[src/rtl/ibbc_pkg.sv]
// Shared types, codes and constants of the interrupt batch budget controller.
// No dependencies; used by ibbc_step, ibbc_stats and the top level.
package ibbc_pkg;

	localparam int EVENT_TYPES_DEF = 8;
	localparam int NUM_BATCH_CNT   = 6;
	localparam int CNT_W           = 32;
	localparam int WC_W            = 9;
	localparam int CFG_IDX_W       = 3;

	localparam logic [7:0]      STREAK_YIELD     = 8'd3;
	localparam logic [7:0]      STREAK_EMERGENCY = 8'd5;
	localparam logic [7:0]      STREAK_MAX       = 8'd255;
	localparam logic [WC_W-1:0] COUNT_MAX        = 9'd511;

	// item kinds
	localparam logic [1:0] KIND_STEP  = 2'd0;
	localparam logic [1:0] KIND_READ  = 2'd1;
	localparam logic [1:0] KIND_CLEAR = 2'd2;

	// stop reasons
	localparam logic [2:0] RSN_CONTINUE  = 3'd0;
	localparam logic [2:0] RSN_NO_WORK   = 3'd1;
	localparam logic [2:0] RSN_EMERGENCY = 3'd2;
	localparam logic [2:0] RSN_ERROR     = 3'd3;
	localparam logic [2:0] RSN_NO_EVENT  = 3'd4;
	localparam logic [2:0] RSN_YIELD     = 3'd5;
	localparam logic [2:0] RSN_LIMIT     = 3'd6;
	localparam logic [2:0] RSN_DISABLED  = 3'd7;

	// batch counter slots
	localparam int BC_EMERGENCY = 0;
	localparam int BC_ERROR     = 1;
	localparam int BC_YIELD     = 2;
	localparam int BC_LIMIT     = 3;
	localparam int BC_SINGLE    = 4;
	localparam int BC_MULTI     = 5;

	// config register indexes
	localparam logic [CFG_IDX_W-1:0] CFG_ENABLED   = 3'd0;
	localparam logic [CFG_IDX_W-1:0] CFG_WORK_LIM  = 3'd1;
	localparam logic [CFG_IDX_W-1:0] CFG_YIELD_THR = 3'd2;
	localparam logic [CFG_IDX_W-1:0] CFG_MAX_TIME  = 3'd3;
	localparam logic [CFG_IDX_W-1:0] CFG_EMERG_LIM = 3'd4;

	localparam logic [7:0]  RST_WORK_LIM  = 8'd32;
	localparam logic [7:0]  RST_YIELD_THR = 8'd32;
	localparam logic [31:0] RST_MAX_TIME  = 32'd1000;
	localparam logic [7:0]  RST_EMERG_LIM = 8'd64;

	typedef struct packed {
		logic        enabled;
		logic [7:0]  unit_limit;
		logic [7:0]  yield_threshold;
		logic [31:0] time_budget_us;
		logic [7:0]  emergency_limit;
	} cfg_t;

	typedef struct packed {
		logic [1:0]        kind;
		logic              more_work;
		logic signed [7:0] work_units;
		logic [3:0]        evt_class;
		logic [31:0]       elapsed_us;
		logic [3:0]        counter_index;
	} item_t;

	typedef struct packed {
		logic [2:0]       stop_reason;
		logic             batch_done;
		logic [WC_W-1:0]  batch_total;
		logic [7:0]       full_streak;
		logic             overload;
		logic             emergency;
		logic [CNT_W-1:0] counter_value;
	} result_t;

	typedef struct packed {
		logic            in_batch;
		logic [WC_W-1:0] work_count;
		logic [WC_W-1:0] batch_sum;
		logic [7:0]      streak;
		logic            overload;
		logic            emergency;
	} state_t;

	// counter update request from the step logic
	typedef struct packed {
		logic                     clear;
		logic [NUM_BATCH_CNT-1:0] bc_bump;
		logic                     type_bump;
		logic [3:0]               type_sel;
	} step_ctl_t;

endpackage

[src/rtl/ibbc_if.sv]
// Valid/ready channel interfaces of the batch budget controller: item, result, config.
// Depends on nothing; field widths follow the item and result layouts in ibbc_pkg.
interface ibbc_item_if;
	logic              valid;
	logic              ready;
	logic [1:0]        kind;
	logic              more_work;
	logic signed [7:0] work_units;
	logic [3:0]        evt_class;
	logic [31:0]       elapsed_us;
	logic [3:0]        counter_index;

	modport source(output valid, kind, more_work, work_units, evt_class, elapsed_us,
		counter_index, input ready);
	modport sink(input valid, kind, more_work, work_units, evt_class, elapsed_us,
		counter_index, output ready);
endinterface

interface ibbc_result_if;
	logic        valid;
	logic        ready;
	logic [2:0]  stop_reason;
	logic        batch_done;
	logic [8:0]  batch_total;
	logic [7:0]  full_streak;
	logic        overload;
	logic        emergency;
	logic [31:0] counter_value;

	modport source(output valid, stop_reason, batch_done, batch_total, full_streak, overload,
		emergency, counter_value, input ready);
	modport sink(input valid, stop_reason, batch_done, batch_total, full_streak, overload,
		emergency, counter_value, output ready);
endinterface

interface ibbc_cfg_if;
	logic        valid;
	logic        ready;
	logic [2:0]  index;
	logic [31:0] data;

	modport source(output valid, index, data, input ready);
	modport sink(input valid, index, data, output ready);
endinterface

[src/rtl/ibbc_step.sv]
// Combinational decision logic for one item: stop reason, next batch state, counter bumps.
// Depends on ibbc_pkg.
module ibbc_step (
	input  ibbc_pkg::item_t     item,
	input  ibbc_pkg::cfg_t      cfg,
	input  ibbc_pkg::state_t    st,
	output ibbc_pkg::state_t    nxt,
	output ibbc_pkg::step_ctl_t ctl,
	output logic [2:0]          reason,
	output logic                done
);

	logic [ibbc_pkg::WC_W-1:0] wc0;
	logic [ibbc_pkg::WC_W-1:0] bs0;
	logic [ibbc_pkg::WC_W:0]   wc_sum;
	logic [ibbc_pkg::WC_W:0]   bs_sum;
	logic [ibbc_pkg::WC_W-1:0] wc_sat;
	logic [ibbc_pkg::WC_W-1:0] bs_sat;
	logic [ibbc_pkg::WC_W-1:0] wlim;
	logic [ibbc_pkg::WC_W-1:0] elim;
	logic [ibbc_pkg::WC_W-1:0] ythr;

	// a new batch starts from zero counts
	assign wc0    = st.in_batch ? st.work_count : '0;
	assign bs0    = st.in_batch ? st.batch_sum : '0;
	assign wc_sum = {1'b0, wc0} + {3'b000, item.work_units[6:0]};
	assign bs_sum = {1'b0, bs0} + {3'b000, item.work_units[6:0]};
	assign wc_sat = wc_sum[ibbc_pkg::WC_W] ? ibbc_pkg::COUNT_MAX : wc_sum[ibbc_pkg::WC_W-1:0];
	assign bs_sat = bs_sum[ibbc_pkg::WC_W] ? ibbc_pkg::COUNT_MAX : bs_sum[ibbc_pkg::WC_W-1:0];
	assign wlim   = {1'b0, cfg.unit_limit};
	assign elim   = {1'b0, cfg.emergency_limit};
	assign ythr   = {1'b0, cfg.yield_threshold};

	always_comb begin
		nxt          = st;
		ctl          = '0;
		ctl.type_sel = item.evt_class;
		reason       = ibbc_pkg::RSN_CONTINUE;
		done         = 1'b0;
		unique case (item.kind)
			ibbc_pkg::KIND_STEP: begin
				if (!cfg.enabled) begin
					reason = ibbc_pkg::RSN_DISABLED;
				end else begin
					nxt.in_batch   = 1'b1;
					nxt.work_count = wc0;
					nxt.batch_sum  = bs0;
					priority if (wc0 >= wlim) begin
						reason = ibbc_pkg::RSN_LIMIT;
					end else if (!item.more_work) begin
						reason = ibbc_pkg::RSN_NO_WORK;
					end else if (wc0 >= elim ||
						(st.overload && st.streak > ibbc_pkg::STREAK_EMERGENCY)) begin
						reason                               = ibbc_pkg::RSN_EMERGENCY;
						nxt.emergency                        = 1'b1;
						ctl.bc_bump[ibbc_pkg::BC_EMERGENCY] = 1'b1;
					end else if (item.work_units[7]) begin
						reason                           = ibbc_pkg::RSN_ERROR;
						ctl.bc_bump[ibbc_pkg::BC_ERROR] = 1'b1;
					end else if (item.work_units == 8'sd0) begin
						reason = ibbc_pkg::RSN_NO_EVENT;
					end else begin
						nxt.work_count = wc_sat;
						nxt.batch_sum  = bs_sat;
						ctl.type_bump  = 1'b1;
						priority if (wc_sat >= ythr || item.elapsed_us > cfg.time_budget_us) begin
							reason                           = ibbc_pkg::RSN_YIELD;
							ctl.bc_bump[ibbc_pkg::BC_YIELD] = 1'b1;
						end else if (st.streak > ibbc_pkg::STREAK_YIELD) begin
							reason                           = ibbc_pkg::RSN_YIELD;
							nxt.overload                     = 1'b1;
							ctl.bc_bump[ibbc_pkg::BC_YIELD] = 1'b1;
						end else if (wc_sat >= wlim) begin
							reason = ibbc_pkg::RSN_LIMIT;
						end else begin
							reason = ibbc_pkg::RSN_CONTINUE;
						end
					end
					// batch end: streak and batch-size statistics
					if (reason != ibbc_pkg::RSN_CONTINUE) begin
						done         = 1'b1;
						nxt.in_batch = 1'b0;
						if (nxt.work_count >= wlim) begin
							ctl.bc_bump[ibbc_pkg::BC_LIMIT] = 1'b1;
							if (st.streak != ibbc_pkg::STREAK_MAX) begin
								nxt.streak = st.streak + 8'd1;
							end
						end else begin
							nxt.streak = '0;
						end
						if (nxt.batch_sum == 9'd1) begin
							ctl.bc_bump[ibbc_pkg::BC_SINGLE] = 1'b1;
						end else if (nxt.batch_sum > 9'd1) begin
							ctl.bc_bump[ibbc_pkg::BC_MULTI] = 1'b1;
						end
					end
				end
			end
			ibbc_pkg::KIND_CLEAR: begin
				ctl.clear     = 1'b1;
				nxt.streak    = '0;
				nxt.overload  = 1'b0;
				nxt.emergency = 1'b0;
			end
			default: begin
			end
		endcase
	end

endmodule

[src/rtl/ibbc_stats.sv]
// Saturating statistics counters (batch outcomes and per event type) with read mux.
// Depends on ibbc_pkg.
module ibbc_stats #(
	parameter int EVENT_TYPES = ibbc_pkg::EVENT_TYPES_DEF
) (
	input  logic                       clk,
	input  logic                       arst_n,
	input  logic                       upd,
	input  ibbc_pkg::step_ctl_t        ctl,
	input  logic [3:0]                 rd_idx,
	output logic [ibbc_pkg::CNT_W-1:0] rd_val
);

	localparam int TW = (EVENT_TYPES > 1) ? $clog2(EVENT_TYPES) : 1;
	localparam logic [4:0] ET = 5'(EVENT_TYPES);
	localparam logic [3:0] TYPE_BASE = 4'(ibbc_pkg::NUM_BATCH_CNT);

	logic [ibbc_pkg::CNT_W-1:0] bcnt_q [ibbc_pkg::NUM_BATCH_CNT];
	logic [ibbc_pkg::CNT_W-1:0] tcnt_q [EVENT_TYPES];
	logic                       ev_ok;
	logic [3:0]                 t_idx;

	assign ev_ok = {1'b0, ctl.type_sel} < ET;

	always_ff @(posedge clk or negedge arst_n) begin
		if (!arst_n) begin
			for (int i = 0; i < ibbc_pkg::NUM_BATCH_CNT; i++) bcnt_q[i] <= '0;
			for (int i = 0; i < EVENT_TYPES; i++) tcnt_q[i] <= '0;
		end else if (upd) begin
			if (ctl.clear) begin
				for (int i = 0; i < ibbc_pkg::NUM_BATCH_CNT; i++) bcnt_q[i] <= '0;
				for (int i = 0; i < EVENT_TYPES; i++) tcnt_q[i] <= '0;
			end else begin
				for (int i = 0; i < ibbc_pkg::NUM_BATCH_CNT; i++) begin
					if (ctl.bc_bump[i] && bcnt_q[i] != '1) bcnt_q[i] <= bcnt_q[i] + 1'b1;
				end
				for (int i = 0; i < EVENT_TYPES; i++) begin
					if (ctl.type_bump && ev_ok && ctl.type_sel == 4'(i) && tcnt_q[i] != '1) begin
						tcnt_q[i] <= tcnt_q[i] + 1'b1;
					end
				end
			end
		end
	end

	// indexes past the last counter read as zero
	assign t_idx = rd_idx - TYPE_BASE;

	always_comb begin
		rd_val = '0;
		if (rd_idx < TYPE_BASE) begin
			rd_val = bcnt_q[rd_idx[2:0]];
		end else if ({1'b0, t_idx} < ET) begin
			rd_val = tcnt_q[t_idx[TW-1:0]];
		end
	end

endmodule

[src/rtl/interrupt_batch_budget_controller_core.sv]
// Interrupt batch budget controller, top level.
// Path: input register, then result register; a result not taken holds the item in stage 1.
// Throughput: one item per cycle unless a result waits; then an empty input register fills.
// Reset (arst_n low): batch state, flags, streak and all counters clear; config returns
// to its defaults (enabled, limits 32/32/64, time 1000 us).
// Depends on ibbc_pkg, ibbc_if, ibbc_step, ibbc_stats.
module interrupt_batch_budget_controller_core #(
	parameter int EVENT_TYPES = ibbc_pkg::EVENT_TYPES_DEF
) (
	input  logic          clk,
	input  logic          arst_n,
	ibbc_item_if.sink     item,
	ibbc_result_if.source result,
	ibbc_cfg_if.sink      cfg
);

	ibbc_pkg::item_t     item_s1;
	logic                valid_s1;
	ibbc_pkg::result_t   res_s2;
	logic                valid_s2;
	ibbc_pkg::cfg_t      cfg_q;
	ibbc_pkg::state_t    st_q;
	ibbc_pkg::state_t    nxt_st;
	ibbc_pkg::step_ctl_t ctl;
	logic [2:0]          reason;
	logic                done;
	logic [31:0]         rd_val;
	logic                adv;

	// stage 1 moves to the result register when that register is free or being drained
	assign adv        = valid_s1 && (!valid_s2 || result.ready);
	assign item.ready = !valid_s1 || adv;
	assign cfg.ready  = 1'b1;

	always_ff @(posedge clk or negedge arst_n) begin
		if (!arst_n) begin
			valid_s1 <= 1'b0;
		end else if (item.ready) begin
			valid_s1 <= item.valid;
		end
	end

	always_ff @(posedge clk) begin
		if (item.valid && item.ready) begin
			item_s1.kind          <= item.kind;
			item_s1.more_work     <= item.more_work;
			item_s1.work_units    <= item.work_units;
			item_s1.evt_class     <= item.evt_class;
			item_s1.elapsed_us    <= item.elapsed_us;
			item_s1.counter_index <= item.counter_index;
		end
	end

	always_ff @(posedge clk or negedge arst_n) begin
		if (!arst_n) begin
			cfg_q.enabled         <= 1'b1;
			cfg_q.unit_limit      <= ibbc_pkg::RST_WORK_LIM;
			cfg_q.yield_threshold <= ibbc_pkg::RST_YIELD_THR;
			cfg_q.time_budget_us  <= ibbc_pkg::RST_MAX_TIME;
			cfg_q.emergency_limit <= ibbc_pkg::RST_EMERG_LIM;
		end else if (cfg.valid) begin
			unique case (cfg.index)
				ibbc_pkg::CFG_ENABLED:   cfg_q.enabled         <= cfg.data[0];
				ibbc_pkg::CFG_WORK_LIM:  cfg_q.unit_limit      <= cfg.data[7:0];
				ibbc_pkg::CFG_YIELD_THR: cfg_q.yield_threshold <= cfg.data[7:0];
				ibbc_pkg::CFG_MAX_TIME:  cfg_q.time_budget_us  <= cfg.data;
				ibbc_pkg::CFG_EMERG_LIM: cfg_q.emergency_limit <= cfg.data[7:0];
				default: begin
				end
			endcase
		end
	end

	ibbc_step u_step (
		.item   (item_s1),
		.cfg    (cfg_q),
		.st     (st_q),
		.nxt    (nxt_st),
		.ctl    (ctl),
		.reason (reason),
		.done   (done)
	);

	ibbc_stats #(
		.EVENT_TYPES(EVENT_TYPES)
	) u_stats (
		.clk    (clk),
		.arst_n (arst_n),
		.upd    (adv),
		.ctl    (ctl),
		.rd_idx (item_s1.counter_index),
		.rd_val (rd_val)
	);

	always_ff @(posedge clk or negedge arst_n) begin
		if (!arst_n) begin
			st_q <= '0;
		end else if (adv) begin
			st_q <= nxt_st;
		end
	end

	always_ff @(posedge clk or negedge arst_n) begin
		if (!arst_n) begin
			valid_s2 <= 1'b0;
		end else if (adv) begin
			valid_s2 <= 1'b1;
		end else if (result.ready) begin
			valid_s2 <= 1'b0;
		end
	end

	always_ff @(posedge clk) begin
		if (adv) begin
			res_s2.stop_reason   <= reason;
			res_s2.batch_done    <= done;
			res_s2.batch_total   <= nxt_st.batch_sum;
			res_s2.full_streak   <= nxt_st.streak;
			res_s2.overload      <= nxt_st.overload;
			res_s2.emergency     <= nxt_st.emergency;
			res_s2.counter_value <= (item_s1.kind == ibbc_pkg::KIND_READ) ? rd_val : '0;
		end
	end

	assign result.valid         = valid_s2;
	assign result.stop_reason   = res_s2.stop_reason;
	assign result.batch_done    = res_s2.batch_done;
	assign result.batch_total   = res_s2.batch_total;
	assign result.full_streak   = res_s2.full_streak;
	assign result.overload      = res_s2.overload;
	assign result.emergency     = res_s2.emergency;
	assign result.counter_value = res_s2.counter_value;

`ifndef SYNTH
	// a batch closes only with an item that reports the batch end
	a_batch_close: assert property (@(posedge clk) disable iff (!arst_n)
		$fell(st_q.in_batch) |-> valid_s2 && res_s2.batch_done)
		else $error("batch closed without a batch_done result");

	// batch_done never goes with continue or disabled
	a_done_reason: assert property (@(posedge clk) disable iff (!arst_n)
		valid_s2 && res_s2.batch_done |->
			res_s2.stop_reason != ibbc_pkg::RSN_CONTINUE &&
			res_s2.stop_reason != ibbc_pkg::RSN_DISABLED)
		else $error("batch_done with a non-ending stop reason");

	// streak only steps up by one or drops to zero
	a_streak_step: assert property (@(posedge clk) disable iff (!arst_n)
		st_q.streak != $past(st_q.streak) |->
			st_q.streak == 8'd0 || st_q.streak == $past(st_q.streak) + 8'd1)
		else $error("streak jumped");

	// emergency flag is raised only by an emergency break
	a_emerg_rise: assert property (@(posedge clk) disable iff (!arst_n)
		$rose(st_q.emergency) |-> valid_s2 && res_s2.stop_reason == ibbc_pkg::RSN_EMERGENCY)
		else $error("emergency flag set without an emergency break");
`endif

endmodule
[src/flat_wrapper.sv]
// flat-port wrapper written by rule: the top's interface ports become plain ports
module interrupt_batch_budget_controller_core_flat 
#(
	parameter int EVENT_TYPES = ibbc_pkg::EVENT_TYPES_DEF
)
  (clk, arst_n, item_valid, item_kind, item_more_work, item_work_units, item_evt_class, item_elapsed_us, item_counter_index, item_ready, result_valid, result_stop_reason, result_batch_done, result_batch_total, result_full_streak, result_overload, result_emergency, result_counter_value, result_ready, cfg_valid, cfg_index, cfg_data, cfg_ready);
  ibbc_item_if item_i ();
  ibbc_result_if result_i ();
  ibbc_cfg_if cfg_i ();
  input  logic clk;
  input  logic arst_n;
  input wire logic [$bits(item_i.valid)-1:0] item_valid;
  input wire logic [$bits(item_i.kind)-1:0] item_kind;
  input wire logic [$bits(item_i.more_work)-1:0] item_more_work;
  input wire logic [$bits(item_i.work_units)-1:0] item_work_units;
  input wire logic [$bits(item_i.evt_class)-1:0] item_evt_class;
  input wire logic [$bits(item_i.elapsed_us)-1:0] item_elapsed_us;
  input wire logic [$bits(item_i.counter_index)-1:0] item_counter_index;
  output wire logic [$bits(item_i.ready)-1:0] item_ready;
  output wire logic [$bits(result_i.valid)-1:0] result_valid;
  output wire logic [$bits(result_i.stop_reason)-1:0] result_stop_reason;
  output wire logic [$bits(result_i.batch_done)-1:0] result_batch_done;
  output wire logic [$bits(result_i.batch_total)-1:0] result_batch_total;
  output wire logic [$bits(result_i.full_streak)-1:0] result_full_streak;
  output wire logic [$bits(result_i.overload)-1:0] result_overload;
  output wire logic [$bits(result_i.emergency)-1:0] result_emergency;
  output wire logic [$bits(result_i.counter_value)-1:0] result_counter_value;
  input wire logic [$bits(result_i.ready)-1:0] result_ready;
  input wire logic [$bits(cfg_i.valid)-1:0] cfg_valid;
  input wire logic [$bits(cfg_i.index)-1:0] cfg_index;
  input wire logic [$bits(cfg_i.data)-1:0] cfg_data;
  output wire logic [$bits(cfg_i.ready)-1:0] cfg_ready;
  assign item_i.valid = item_valid;
  assign item_i.kind = item_kind;
  assign item_i.more_work = item_more_work;
  assign item_i.work_units = item_work_units;
  assign item_i.evt_class = item_evt_class;
  assign item_i.elapsed_us = item_elapsed_us;
  assign item_i.counter_index = item_counter_index;
  assign item_ready = item_i.ready;
  assign result_valid = result_i.valid;
  assign result_stop_reason = result_i.stop_reason;
  assign result_batch_done = result_i.batch_done;
  assign result_batch_total = result_i.batch_total;
  assign result_full_streak = result_i.full_streak;
  assign result_overload = result_i.overload;
  assign result_emergency = result_i.emergency;
  assign result_counter_value = result_i.counter_value;
  assign result_i.ready = result_ready;
  assign cfg_i.valid = cfg_valid;
  assign cfg_i.index = cfg_index;
  assign cfg_i.data = cfg_data;
  assign cfg_ready = cfg_i.ready;
  interrupt_batch_budget_controller_core #(.EVENT_TYPES(EVENT_TYPES)) u_core (.clk(clk), .arst_n(arst_n), .item(item_i), .result(result_i), .cfg(cfg_i));
endmodule
[config.mk]
export PLATFORM = sky130hd
export DESIGN_NAME = interrupt_batch_budget_controller_core_flat
export DESIGN_NICKNAME = d
export VERILOG_FILES = /design/src/rtl/ibbc_pkg.sv /design/src/rtl/ibbc_if.sv /design/src/rtl/ibbc_step.sv /design/src/rtl/ibbc_stats.sv /design/src/rtl/interrupt_batch_budget_controller_core.sv /design/src/flat_wrapper.sv
export SDC_FILE = /design/constraint.sdc
export NUM_CORES = 2
export LEC_CHECK = 0
export BUFFER_PORTS_ARGS = -buffer_cell sky130_fd_sc_hd__buf_2
export CAP_MARGIN = 20
export CORE_MARGIN = 2
export CORE_UTILIZATION = 33
export CTS_CLUSTER_SIZE = 10
export DETAILED_ROUTE_END_ITERATION = 12
export GPL_TIMING_DRIVEN = 0
export SYNTH_ARGS = -nofsm -noshare
export SYNTH_HDL_FRONTEND = slang
export SYNTH_HIERARCHICAL = 1
export SYNTH_SLANG_ARGS = --single-unit
[constraint.sdc]
create_clock -name clk -period 6.03 [get_ports clk]
set_input_delay 0.9045 -clock clk [delete_from_list [all_inputs] [get_ports clk]]
set_output_delay 0.9045 -clock clk [all_outputs]
set_load 0.05 [all_outputs]
==> flow_summary.toml <==
[power]
p_leak_nw = 18.8
switching_share = 0.314
combPwrFrac = 0.190
clock_power_share = 0.391
ir_worst_vdd_uv = 212
internal_power_mw = 8.47
total_switching_power_mw = 3.88
power.density_mw_per_mm2 = 266
pwr-share-seq = 0.419

[yosys]
synth-compound-area-share = 0.173
synth_area_mm2 = 0.0402
largest_family_of_logic_cells_by_synthesized_area = "simple AND/OR/NAND/NOR gates"
postSynthAreaPerCell_um2 = 9.40
postSynth.asyncResetShare = 0.835
synth_cell_type_count = 115
post_synth_mux_area_share = 0.116
synth.ff_latch_count = 642
synth_sequential_area_ratio = 0.413
synthAdderAreaFrac = 0.0321
syn-instance-count = 4277
yosys.area_share.simple = 0.221
synth_xor_area_frac = 0.00653
synth_top_flop_cell = "dfrtp_1"
synth-edff-count = 106
syn-num-nets = 4470
ys.warnings.count = 6

[min_path]
timing.hold.worst.class = "primary input to async pin"

[cells_and_area]
final_net_count = 4749
final_cell_mix = "526 x dfrtp_1, 464 x nand2_1, 387 x o21ai_0, 254 x nor2_1, 246 x nand3_1"
mostFrequentLayoutCell = "dfrtp_1"
stdcell_count = 6250
final.fill_count = 12200
area_growth_pct = 15.6
layout-drive-gt1-share = 0.161

[sta]
fmaxAchievable_mhz = 175
postLayoutSetupSlackWorst_ns = 0.326
worstMarginPinSlew_ns = 1.23
setup_tns_ns = 0
post-route-min-period_ns = 5.70
worst_clock_skew_ns = 0.0304
finalMaxSlewViolations = 0
timing.final.setup_violations = 0
grt_setup_unrepaired = "false"
finalCritPeriodShare = 0.946
hold_viol = 0
timing.slew.headroom = 0.178

[route]
drc = 0
drtPass1Iterations = 6
first_iter_violations = 4657
final_antenna_net_count = 0
via_per_inst = 6.01
via_count = 37600
wirelength_um = 158000
wire_per_inst_um = 25.2

[place]
post-place-ws_ns = -1.83
routabilityCongestion = 1.00
port-buffer-count = 147
place_inst = 6075
hpwlAfterDp_um = 118000

[clock_tree]
cts_buffers = 82
tritoncts_clock_tree = "done"
hold_buffers = 0
ctsRootBufferMaster = "clkbuf_16"
path_clk_slew_ns = 0.06
cts_htree_levels = 3
clk_latency_ns = 0.67
clock-sinks = 642
clk_path_buf_depth = 3

[die]
core_region_area_mm2 = 0.121
core.rowCount = 128
initial_utilization = 0.331
floorplan.io_pins = 149
die_width_um = 353
fp.dieArea_mm2 = 0.125
fp.dieH_um = 353

[global_route]
grt_usage = 0.246
grt_pass1_vias = 34500
first_pass_grt_wire_length_um = 232000
global_route_overflow = 0
grt_start_max_net_pins = 109
number_of_antenna_violations_at_the_first_check_in_global_routing = 10

[critical_path]
crit_type = "flip-flop to flip-flop"
worst_setup_path_start_kind = "flip-flop"
worst_case_register_to_register_setup_slack_ns = 0.33
worst-path-max-fanout = 19
worstRegToRegCells = 28
cp_data_required_time_ns = 6.59
crit_path_max_incr_delay_ns = 0.40
category_of_the_worst_setup_path_capture_point = "flip-flop"
timing.critical_path.arrival_ns = 6.26
crit_path_top_delay_cell = "fa_2"

[outcome]
status = "complete, no violations"

[run]
maxCapViolations = 0
-- state kept, by name, summed over array words and instances, names as in the netlist --
signal / cells
u_core/result.stop_reason: 3
u_core/result.emergency: 1
u_core/cfg_q: 57
u_core/result.full_streak: 8
u_core/result.batch_done: 1
u_core/u_stats/bcnt_q: 192
u_core/result.counter_value: 32
u_core/valid_s1: 1
u_core/result.valid: 1
u_core/st_q: 29
u_core/u_stats/tcnt_q: 256
u_core/item_s1: 51
u_core/result.batch_total: 9
u_core/result.overload: 1
-- synth_stat cells (all sizes together) (57+ instances only) --
library cell | instances | area (um^2)
mux2 | 128 | 1550
mux2i | 93 | 931
nand3 | 248 | 1250
nand2 | 467 | 1770
clkbuf | 174 | 657
buf | 83 | 489
and2 | 79 | 497
nor3 | 165 | 857
mux4 | 96 | 2170
a21o | 57 | 428
inv | 109 | 409
nor2 | 260 | 988
edfxtp | 106 | 3180
dfrtp | 526 | 13200
a21oi | 204 | 1040
ha | 100 | 1250
a31oi | 74 | 463
nand4 | 143 | 901
o31ai | 78 | 623
o21ai | 407 | 2040
and3 | 88 | 552
-- layout make-up --
cell class / count / area (um^2) / share of cell area
multi-input cells: 3268 / 22200 / 0.478
flip-flops and latches: 642 / 16600 / 0.357
clock buffers: 130 / 2470 / 0.0531
well taps: 1625 / 2030 / 0.0437
repair buffers: 196 / 1410 / 0.0303
plain buffers: 256 / 1200 / 0.0258
inverters: 110 / 415 / 0.00893
clock inverters: 15 / 101 / 0.00218
diodes: 8 / 20.0 / 0.000431
-- logic make-up (layout without fill, tap and decap cells) --
logic type,after synthesis,after routing
other,1,9
multiplexers,317,317
buffers and inverters,367,707
AND/OR/NAND/NOR,1715,1715
XOR/XNOR,30,30
adder cells (fa/ha/maj),102,102
flip-flops,642,642
AO/OA/AOI/OAI,1103,1103
-- routing by layer --
metal	wire (um)	track usage	vias to the layer above
li1	-	-	16800
met3	18000	0.0630	395
met5	73	0	-
met2	66600	0.358	2042
met4	8550	0.123	10
met1	64400	0.338	18300
-- worst max-delay path, delay by kind of cell (launching register included) --
kind	cells	cell delay, ns
DFF	1	0.38
xor gates and xnor gates	1	0.17
and+or+nand+nor	8	1.37
AOI/OAI and AO/OA	9	1.55
adders and majority gates	3	0.88
buffers and inverters	7	1.21
-- stage by stage --
step	util	power [mW]	area (um^2)	hold WS, ns
floorplan	-	6.55	40200	0.453
global placement	0.354	7.38	43000	0.468
detailed placement	0.358	7.46	43500	0.489
CTS	0.382	12.4	46300	0.168
global route	0.383	12.8	46500	0.202
finish	0.383	12.3	46500	0.178
-- power groups by stage --
stage	combinational [mW]	sequential (mW)	clock [mW]
2_1_floorplan	1.36	5.19	0
3_3_place_gp	2.16	5.22	0
3_5_place_dp	2.24	5.22	0
4_1_cts	2.29	5.15	4.92
5_1_grt	2.54	5.21	5.10
6_report	2.35	5.17	4.83
-- what timing repair did --
action / CTS / global route
gates cloned: 1 / 0
endpoints found under the setup margin: 246 / 137
resized for setup: 46 / 40
pin swaps: 5 / 4
setup buffers: 15 / 5
endpoints found under the hold margin: 0 / 0
-- final timing paths --
| check | from | endpoint |
|---|---|---|
| min in group clk | item_evt_class[1] | u_core/item_s1[37]$_DFFE_PP_ |
| max in group asynchronous | arst_n | u_core/u_stats/tcnt_q[28]$_DFFE_PN0P_ |
| worst min-delay path | arst_n | u_core/cfg_q[32]$_DFFE_PN0P_ |
| worst min register to register | u_core/valid_s1$_DFFE_PN0P_ | u_core/result.valid$_DFFE_PN0P_ |
| worst max-delay path | u_core/st_q[28]$_DFFE_PN0P_ | u_core/u_stats/bcnt_q[0]$_DFFE_PN0P_ |
| worst max register to register | u_core/st_q[28]$_DFFE_PN0P_ | u_core/u_stats/bcnt_q[0]$_DFFE_PN0P_ |
(Power assumes the default switching activity.)
